File: src/rtl/core/sorted_table_ternary_search_top_assert.svh
// assertion macros shared by the sorted table ternary search rtl
`ifndef SORTED_TABLE_TERNARY_SEARCH_TOP_ASSERT_SVH
`define SORTED_TABLE_TERNARY_SEARCH_TOP_ASSERT_SVH

`ifndef ASSERT_OFF
`define STTS_ASSERT(name, clk, rst_n, prop, msg) \
	name: assert property (@(posedge clk) disable iff (!rst_n) (prop)) else $error(msg);
`define STTS_ASSERT_ALWAYS(name, clk, prop, msg) \
	name: assert property (@(posedge clk) (prop)) else $error(msg);
`else
`define STTS_ASSERT(name, clk, rst_n, prop, msg)
`define STTS_ASSERT_ALWAYS(name, clk, prop, msg)
`endif

`endif

File: src/rtl/core/stts_pkg.sv
// types, constants and control structs for the sorted table ternary search
package stts_pkg;

	localparam int TABLE_DEPTH_DEF = 256;
	localparam int KEY_BITS_DEF    = 64;
	localparam int KEY_W           = 64;
	localparam int POS_W           = 8;
	localparam int CNT_W           = 9;

	typedef enum logic {
		CMD_LOAD   = 1'b0,
		CMD_SEARCH = 1'b1
	} command_t;

	typedef struct packed {
		command_t          command;
		logic [POS_W-1:0]  position;
		logic [KEY_W-1:0]  key;
	} req_t;

	typedef struct packed {
		logic              found;
		logic [POS_W-1:0]  match_position;
	} rsp_t;

	// controller to datapath
	typedef struct packed {
		logic load;
		logic start;
		logic mul;
		logic miss;
		logic probe;
		logic step;
		logic emit;
	} ctl_cmd_t;

	// datapath to controller
	typedef struct packed {
		logic live;
		logic hit;
		logic out_busy;
	} ctl_sts_t;

endpackage

File: src/rtl/core/stts_ctrl.sv
// search sequencer: issues table loads and steps the datapath through the rounds of one search
`include "sorted_table_ternary_search_top_assert.svh"

module stts_ctrl
	import stts_pkg::*;
(
	input  logic     clk,
	input  logic     arst_n,
	input  logic     req_valid,
	input  command_t req_command,
	output logic     req_stall,
	output ctl_cmd_t cmd,
	input  ctl_sts_t sts
);

	typedef enum logic [2:0] {
		ST_IDLE,
		ST_CHECK,
		ST_PROBE,
		ST_CMP,
		ST_DONE
	} state_t;

	state_t state_q;
	logic   stall_q;

	assign req_stall = stall_q;

	always_comb begin
		cmd = '0;
		unique case (state_q)
			ST_IDLE: begin
				cmd.start = req_valid && (req_command == CMD_SEARCH);
				cmd.load  = req_valid && (req_command == CMD_LOAD);
			end
			ST_CHECK: begin
				cmd.mul  = sts.live;
				cmd.miss = !sts.live;
			end
			ST_PROBE: begin
				cmd.probe = 1'b1;
			end
			ST_CMP: begin
				cmd.step = 1'b1;
			end
			ST_DONE: begin
				cmd.emit = !sts.out_busy;
			end
			default: begin
			end
		endcase
	end

	always_ff @(posedge clk or negedge arst_n) begin
		if (!arst_n) begin
			state_q <= ST_IDLE;
			stall_q <= 1'b0;
		end else begin
			unique case (state_q)
				ST_IDLE: begin
					if (cmd.start) begin
						state_q <= ST_CHECK;
						stall_q <= 1'b1;
					end
				end
				ST_CHECK: begin
					state_q <= sts.live ? ST_PROBE : ST_DONE;
				end
				ST_PROBE: begin
					state_q <= ST_CMP;
				end
				ST_CMP: begin
					state_q <= sts.hit ? ST_DONE : ST_CHECK;
				end
				ST_DONE: begin
					if (cmd.emit) begin
						state_q <= ST_IDLE;
						stall_q <= 1'b0;
					end
				end
				default: begin
					state_q <= ST_IDLE;
					stall_q <= 1'b0;
				end
			endcase
		end
	end

	`STTS_ASSERT(a_stall_tracks_state, clk, arst_n, stall_q == (state_q != ST_IDLE), "stall out of step with sequencer state")
	`STTS_ASSERT(a_emit_needs_slot, clk, arst_n, cmd.emit |-> !sts.out_busy, "result emitted over an untaken result")
	`STTS_ASSERT(a_start_enters_check, clk, arst_n, cmd.start |=> state_q == ST_CHECK, "search start did not enter the first round")
	`STTS_ASSERT_ALWAYS(a_one_cmd, clk, $onehot0(cmd), "more than one datapath command at once")

endmodule

File: config.mk
export PLATFORM = sky130hd
export DESIGN_NAME = stts_ctrl
export DESIGN_NICKNAME = d
export VERILOG_FILES = /design/src/rtl/core/stts_pkg.sv /design/src/rtl/core/stts_ctrl.sv
export VERILOG_INCLUDE_DIRS = /design/src /design/src/rtl/core
export SDC_FILE = /design/constraint.sdc
export NUM_CORES = 1
export LEC_CHECK = 0
export BUFFER_PORTS_ARGS = -buffer_cell sky130_fd_sc_hd__buf_2
export CORE_AREA = 4 4 41 43
export CTS_CLUSTER_SIZE = 12
export DETAILED_ROUTE_END_ITERATION = 6
export DIE_AREA = 0 0 45 47
export PLACE_DENSITY = 0.46
export SLEW_MARGIN = 15
export SYNTH_ARGS = -nofsm -noshare
export SYNTH_HDL_FRONTEND = slang
export SYNTH_SLANG_ARGS = --single-unit
File: constraint.sdc
create_clock -name clk -period 1.3 [get_ports clk]
set_input_delay 0.26 -clock clk [delete_from_list [all_inputs] [get_ports clk]]
set_output_delay 0.26 -clock clk [all_outputs]
set_load 0.01 [all_outputs]
==> results of run 1 <==
[cell families (layout without fill, tap and decap cells)]
group | Yosys count | after routing | synth area share
compound gates | 5 | 5 | 0.1321
buf+inv | 3 | 29 | 0.08490
flops | 4 | 4 | 0.3774
simple gates | 20 | 20 | 0.4057
[tightest hold or removal path, cell delays in order]
cell and delay [ns]:
buf_2 0.09, nand2_1 0.05, nand2_1 0.06, a21oi_1 0.06
[state kept, by name, summed over array words and instances (netlist names)]
signal / cells
state_q: 3
req_stall: 1
[cell type report]
class                      count  area share
multi-input combinational     25      0.3492
inverter                       1    0.007538
clock buffer                   3     0.04523
tap                           15     0.03769
sequential                     4      0.2085
timing repair buffer          25      0.3518
[per-layer routing]
| layer | wire length, um | track usage |
|---|---|---|
| met1 | 337 | 0.1083 |
| met2 | 408 | 0.1695 |
| met3 | 67 | 0.03831 |
| met4 | 8 | 0.07018 |
| met5 | 0 | 0 |
[cells in the mapped netlist]
library cell  number
nand2b_1           1
buf_6              1
a21boi_2           1
nand3_1            1
buf_4              1
nor3b_1            1
a21oi_1            2
dfrtp_1            4
nor2b_2            1
nor3_1             1
o32ai_1            1
and3b_2            1
nor2_1             5
nand2_1            6
o21ai_1            1
or2_1              1
nor2_2             1
inv_1              1
and3_4             1
[worst paths after layout]
kind / start / endpoint / slack [ns] / depth (start not counted)
setup reg to reg: state_q[0] / state_q[1] / 0.19 / 3
hold / removal: sts[1] / state_q[0] / 0.31 / 4
hold reg to reg: req_stall / req_stall / 0.52 / 2
setup / recovery: state_q[0] / cmd[1] / -0.14 / 3
min in group asynchronous: arst_n / req_stall / 0.36 / 2
max in group asynchronous: arst_n / state_q[0] / 0.80 / 2
[through the flow]
stage / cell area [um^2] / setup TNS, ns
4_1_cts: 475.5 / -0.6877
6_report: 498.0 / -0.6342
2_1_floorplan: 265.3 / 0
3_3_place_gp: 350.3 / 0
3_5_place_dp: 350.3 / 0
5_1_grt: 498.0 / -1.132
[timing repair]
action,4_1_cts,5_1_grt
endpoints found under the hold margin,4,0
endpoints found under the setup margin,7,7
gates resized for setup,12,2
setup buffers,6,2
pin swaps,4,3
hold buffers,1,0
[where the power goes]
part | total (mW) | switching [mW] | internal, mW
Combinational | 0.672 | 0.276 | 0.396
Sequential | 0.305 | 0.112 | 0.193
Clock | 0.153 | 0.0497 | 0.103
==> results.md, run 1 <==
- Root buffer cell: clkbuf_4
- Commonest cells after routing, fill and taps aside: buf_2 (12), buf_4 (8), nand2_1 (5), nor2_1 (4), buf_6 (4)
- Number of routed nets with antenna violations: 0
- Worst slew margin relative to its limit: 0.8604
- Standard-cell rows: 13
- Global-route wire length before repair: about 1500 um
- Post-synth top area share: 0.3774
- Violations in the final reports: setup timing
- Total routing usage reported by global routing: 0.1024
- Avg WL per Cell: 11.25 um
- RSZ-0062 raised after global routing: yes
- Crit path largest cell delay: 0.45 ns
- Core outline area: around 1300 um^2
- Synth top area cells: dfrtp_1 (38%), nand2_1 (8.5%), nor2_1 (7.1%)
- Final Net Count: 67
- Source-to-sink clock delay at the later pin of the worst-skew pair: roughly 0.23 ns
- Final weighted congestion in routability-driven placement: between 0.6 and 0.7
- Overflow after GRT: 0
- Hold violation count in the final report: 0
- Critical Path Fanout Max: 5
- Required time at the worst-slack endpoint: 1.04 ns
- Pre-Repair DR Iteration Count: 4
- Number of CTS-inserted buffers: 3
- Via density: 4.301
- CTS tree: done
- Cell-by-cell listing of the critical path: buf_4 > and3b_2 > buf_6
- Result of the run: finished with violations
- Fill count: 149
- Number of buffers and inverters on the critical path: 2
- Min cycle time layout: about 1.4 ns
- Critical setup path kind: flop to output port
- Max rail drop VDD: about 860 uV
- Share of the clock period used by the worst path after layout: 1.104
- Overall die area: ~2100 um^2
- Register bit total from synthesis: 4
- Vias after detailed routing: about 310
- Power per cell area: 2269 nW/um^2
- Peak Freq: approximately 700 MHz
- Number of DRC violations after detailed routing: 0
- IO Pins: 15
- Area Growth Syn to Fin: 87.74%
- Pin slew with the least headroom to its limit: roughly 0.21 ns
- Number of global-route vias before repair: approximately 340
- Final core occ: 0.3827
- Worst Setup Start Kind: flop
- Setup crit end kind: output port
- Synth Net Count: 39
- Max-capacitance violation count: 0
- Maximum number of pins on one net before global-route repair: 9
- Antenna diode instance count: 0
- Unique cell type count in the Yosys netlist: 19
- Maximum root-to-sink buffer count: 2
- Total area of sequential cells: between 100 and 150 um^2
- Height of the die: about 47 um
- Overall power consumption: about 1.1 mW
- Initial drt markers: 4
- Warnings from Yosys: 0
- Post-route insts no fill: 73
- Maximum level of the CTS H-tree: 1
- Clock slew seen by the registers of the worst setup and hold paths: 0.03 ns
- DIE WIDTH: 45 um
- Crit-path leading delay family: flip-flops
- Cells after DPL: a little over 60
- Type of the worst min-delay path: primary input to flop
- Cell area after synthesis: approximately 270 um^2
- Final max-slew violation count: 0
- Number of antenna violations at the first check in global routing: 0
- Final setup vio count: 7
- Initial standard-cell utilization of the core: 0.2038
- Arrival time at the worst endpoint: between 1 and 1.5 ns
- IO Port Bufs: 14
- Number of clock sinks: 4
- Slowest stage cell on the critical path: dfrtp_2
- Worst-case clock skew: 0.004019 ns
- Proportion of layout cells with a drive suffix above 1: 0.6724
- Minimum setup slack in the final design: -0.1351 ns
- Cell taking the most area after synthesis: dfrtp_1
- HPWL after detailed placement: approximately 540 um
- Leakage power: 0.2555 nW
- Leading cell type in the layout, fill and taps excluded: buf_2
- Instance count of the mapped netlist: 32
- Worst setup timing slack at the placement stage: 0.05960 ns
- Synthesized area divided by synthesized cell count: between 8 and 9 um^2
- Multi-input logic area: 173.9 um^2
- WL final: 821 um
- Worst Hold Slack: 0.3143 ns
- Sequential cell area fraction in the yosys report: 0.3774
Note: power is estimated with default switching activity, not from simulation.
==> run 2: changes to the inputs <==
--- a/config.mk
+++ b/config.mk
@@ -6,12 +6,14 @@
 export SDC_FILE = /design/constraint.sdc
 export NUM_CORES = 1
 export LEC_CHECK = 0
+export ABC_AREA = 1
 export BUFFER_PORTS_ARGS = -buffer_cell sky130_fd_sc_hd__buf_2
 export CORE_AREA = 4 4 41 43
+export CTS_CLUSTER_DIAMETER = 30
 export CTS_CLUSTER_SIZE = 12
 export DETAILED_ROUTE_END_ITERATION = 6
 export DIE_AREA = 0 0 45 47
-export PLACE_DENSITY = 0.46
+export PLACE_DENSITY = 0.44
 export SLEW_MARGIN = 15
 export SYNTH_ARGS = -nofsm -noshare
 export SYNTH_HDL_FRONTEND = slang
==> run 2 against run 1 <==
Effect of this change: the run still ends with setup timing left; die area did not move; clock skew decreased by 0.0013 ns; critical path depth is 1 higher; setup slack gained 0.072 ns.
==> results.md, run 2 <==
- Result of the run: finished with violations
- Violations in the final reports: setup timing
- Via density: 4.417 (+2.7%)
- WL final: 665 um (-19%)
- Source-to-sink clock delay at the later pin of the worst-skew pair: 0.23 ns (about the same)
- Cell taking the most area after synthesis: dfrtp_1
- Power per cell area: 2375 nW/um^2 (+4.7%)
- DIE WIDTH: 45 um (unchanged)
- Core outline area: 1301 um^2 (unchanged)
- RSZ-0062 raised after global routing: yes
- Final instance area: 420.4 um^2 (-16%)
- Setup crit end kind: output port
- Final max-slew violation count: 0 (unchanged)
- Maximum number of pins on one net before global-route repair: 9 (unchanged)
- Fill count: 147 (-1.3%)
- Pre-Repair DR Iteration Count: 3 (-1)
- Max rail drop VDD: 835.7 uV (-3.3%)
- Type of the worst min-delay path: primary input to flop
- Peak Freq: 733.8 MHz (+5.3%)
- Commonest cells after routing, fill and taps aside: buf_2 (14), nand2_1 (8), nor2_1 (5), buf_4 (5), nand3_1 (4)
- Proportion of layout cells with a drive suffix above 1: 0.5263 (-0.1461)
- Leading cell type in the layout, fill and taps excluded: buf_2
- Post-route insts no fill: 72 (-1.4%)
- Cell area after synthesis: 237.7 um^2 (-10%)
- Number of global-route vias before repair: 291 (-15%)
- Share of the clock period used by the worst path after layout: 1.048 (-0.05571)
- Overall die area: 2115 um^2 (unchanged)
- P_sw: 0.4307 mW (-1.6%)
- Required time at the worst-slack endpoint: 1.04 ns (about the same)
- Cell-by-cell listing of the critical path: nor2_4 > nand4_1 > inv_1 > buf_2
- Cells after DPL: 65 (+6.6%)
- Synth top area cells: dfrtp_1 (42%), nand2_1 (13%), nand3_1 (11%)
- Post-synth ARST share: 1.000 (unchanged)
- Minimum setup slack in the final design: -0.06272 ns (+0.07242 ns)
- Hold violation count in the final report: 0 (unchanged)
- Warnings from Yosys: 0 (unchanged)
- Min cycle time layout: 1.363 ns (-0.07242 ns)
- Number of flops mapped to enable cells by yosys: 0 (unchanged)
- Synth Net Count: 41 (+5.1%)
- Most common cell in the synthesized netlist: nand2_1
- HPWL after detailed placement: 523.1 um (-3.5%)
- Number of routed nets with antenna violations: 0 (unchanged)
- Standard-cell rows: 13 (unchanged)
- CTS tree: done
- Worst-case clock skew: 0.002741 ns (-0.001277 ns)
- IO Port Bufs: 14 (unchanged)
- Height of the die: 47 um (unchanged)
- Final Net Count: 66 (-1.5%)
- Root buffer cell: clkbuf_4
- Combinational power share: 0.563 (-0.032)
- Total routing usage reported by global routing: 0.07063 (-0.03175)
- Power share of the sequential group: 0.285 (+0.015)
- Worst Setup Start Kind: flop
- Worst Hold Slack: 0.2615 ns (-0.05278 ns)
- Total area of sequential cells: 102.6 um^2 (-1.2%)
- Clock Power Share: 0.153 (+0.018)
- Setup TNS after final layout: -0.2680 ns (+0.3661 ns)
- Pin slew with the least headroom to its limit: 0.1758 ns (-0.03294 ns)
- Max-capacitance violation count: 0 (unchanged)
- Number of clock sinks: 4 (unchanged)
- Post-synth top area share: 0.4211 (+0.04369)
- Unique cell type count in the Yosys netlist: 11 (-8)
- Maximum level of the CTS H-tree: 1 (unchanged)
- Number of antenna violations at the first check in global routing: 0 (unchanged)
- Number of CTS-inserted buffers: 3 (unchanged)
- Critical Path Fanout Max: 6 (+1)
- IO Pins: 15 (unchanged)
- Number of DRC violations after detailed routing: 0 (unchanged)
- Number of buffers and inverters on the critical path: 2 (unchanged)
- Leakage power: 0.2330 nW (-8.8%)
- Crit-path leading delay family: flip-flops
- Cell types with the highest counts after synthesis: nand2_1 (8), nand3_1 (5), nor2_1 (5)
- Initial drt markers: 1 (-3)
- Critical setup path kind: flop to output port
- Synthesized area divided by synthesized cell count: 6.992 um^2 (-16%)
- Most flops, register: state_q
- Worst slew margin relative to its limit: 0.8818 (+0.02141)
- Initial standard-cell utilization of the core: 0.1827 (-0.02115)
- Antenna diode instance count: 0 (unchanged)
- Global-route wire length before repair: 1090 um (-26%)
- Final setup vio count: 6 (-1)
- Overflow after GRT: 0 (unchanged)
- Slowest stage cell on the critical path: dfrtp_2
- Instance count of the mapped netlist: 34 (+6.3%)
- Crit path largest cell delay: 0.45 ns (about the same)
- Arrival time at the worst endpoint: 1.10 ns (-0.08 ns)
- Vias after detailed routing: 318 (+1.3%)
- Number of flip-flops under the largest register name: 3 (unchanged)
- Avg WL per Cell: 9.236 um (-18%)
- Switching share of power: 0.4314 (+0.04399)
- Clock slew seen by the registers of the worst setup and hold paths: 0.04 ns (about the same)
- Maximum root-to-sink buffer count: 2 (unchanged)
- Sequential cell area fraction in the yosys report: 0.4211 (+0.04369)
- Final weighted congestion in routability-driven placement: 0.7091 (+4.8%)
- Multi-input logic area: 143.9 um^2 (-17%)
- Post-synth top flop: dfrtp_1
- Placed cell areas: 341.6 um^2 (-2.5%)
- Cell internal power dissipation: 0.5677 mW (-18%)
- Area Growth Syn to Fin: 76.84%
- Register bit total from synthesis: 4 (unchanged)
run 2: worst paths after layout:
| path | from | end | slack (ns) | cells after the start |
|---|---|---|---|---|
| setup / recovery | state_q[1] | cmd[5] | -0.06 | 4 |
| hold / removal | sts[2] | state_q[2] | 0.26 | 2 |
| setup reg to reg | state_q[1] | req_stall | 0.22 | 6 |
| hold reg to reg | req_stall | req_stall | 0.46 | 2 |
| max in group asynchronous | arst_n | state_q[0] | 0.82 | 2 |
| min in group asynchronous | arst_n | state_q[1] | 0.35 | 2 |
run 2: what timing repair did:
| item | in CTS | in global routing |
|---|---|---|
| resized for setup | 7 | 1 |
| pin swaps | 1 | 0 |
| endpoints found under the setup margin | 6 | 7 |
| hold buffers | 1 | 0 |
| endpoints found under the hold margin | 4 | 0 |
| cloned | 0 | 0 |
| buffers inserted | 2 | 1 |
run 2: power by group through the flow:
| stage | Sequential, mW | Clock (mW) | Combinational, mW |
|---|---|---|---|
| after global placement | 0.266 | 0 | 0.466 |
| after detailed placement | 0.263 | 0 | 0.470 |
| after CTS | 0.282 | 0.160 | 0.551 |
| after global routing | 0.296 | 0.160 | 0.638 |
| after floorplan | 0.259 | 0 | 0.273 |
| final | 0.284 | 0.152 | 0.562 |
run 2: area by class of cell:
cell class / count / share of cell area
Inverter: 4 / 0.03571
Sequential cell: 4 / 0.2440
Tap cell: 15 / 0.04464
Timing Repair Buffer: 20 / 0.2798
Multi-Input combinational cell: 26 / 0.3423
Clock buffer: 3 / 0.05357
run 2: layer usage:
layer | track usage | routed length, um | vias up
met3 | 0.01149 | 30 | 0
met1 | 0.08525 | 284 | 151
met2 | 0.1130 | 350 | 8
li1 | - | - | 159
met4 | 0.05263 | 0 | 0
met5 | 0 | 0 | -
run 2: metrics by stage:
stage                 util  worst slack, ns  total power [mW]
floorplan                -           0.1581            0.5314
global placement    0.2625          0.09558            0.7319
detailed placement  0.2625          0.09242            0.7333
CTS                 0.3135         -0.07695            0.9936
global route        0.3231          -0.1372             1.094
finish              0.3231         -0.06272            0.9984
run 2: cell families after synthesis:
group / synth area share
AO/OA/AOI/OAI: 0.1000
buffers and inverters: 0.06314
flip-flops: 0.4211
AND/OR/NAND/NOR: 0.4158
run 2: worst register-to-register path, stage by stage (launching register included):
cell and delay, ns:
dfrtp_2 0.45, nor2_4 0.13, buf_4 0.12, nand3_1 0.11, nand3_1 0.10, nand2_1 0.05, nand2_1 0.05
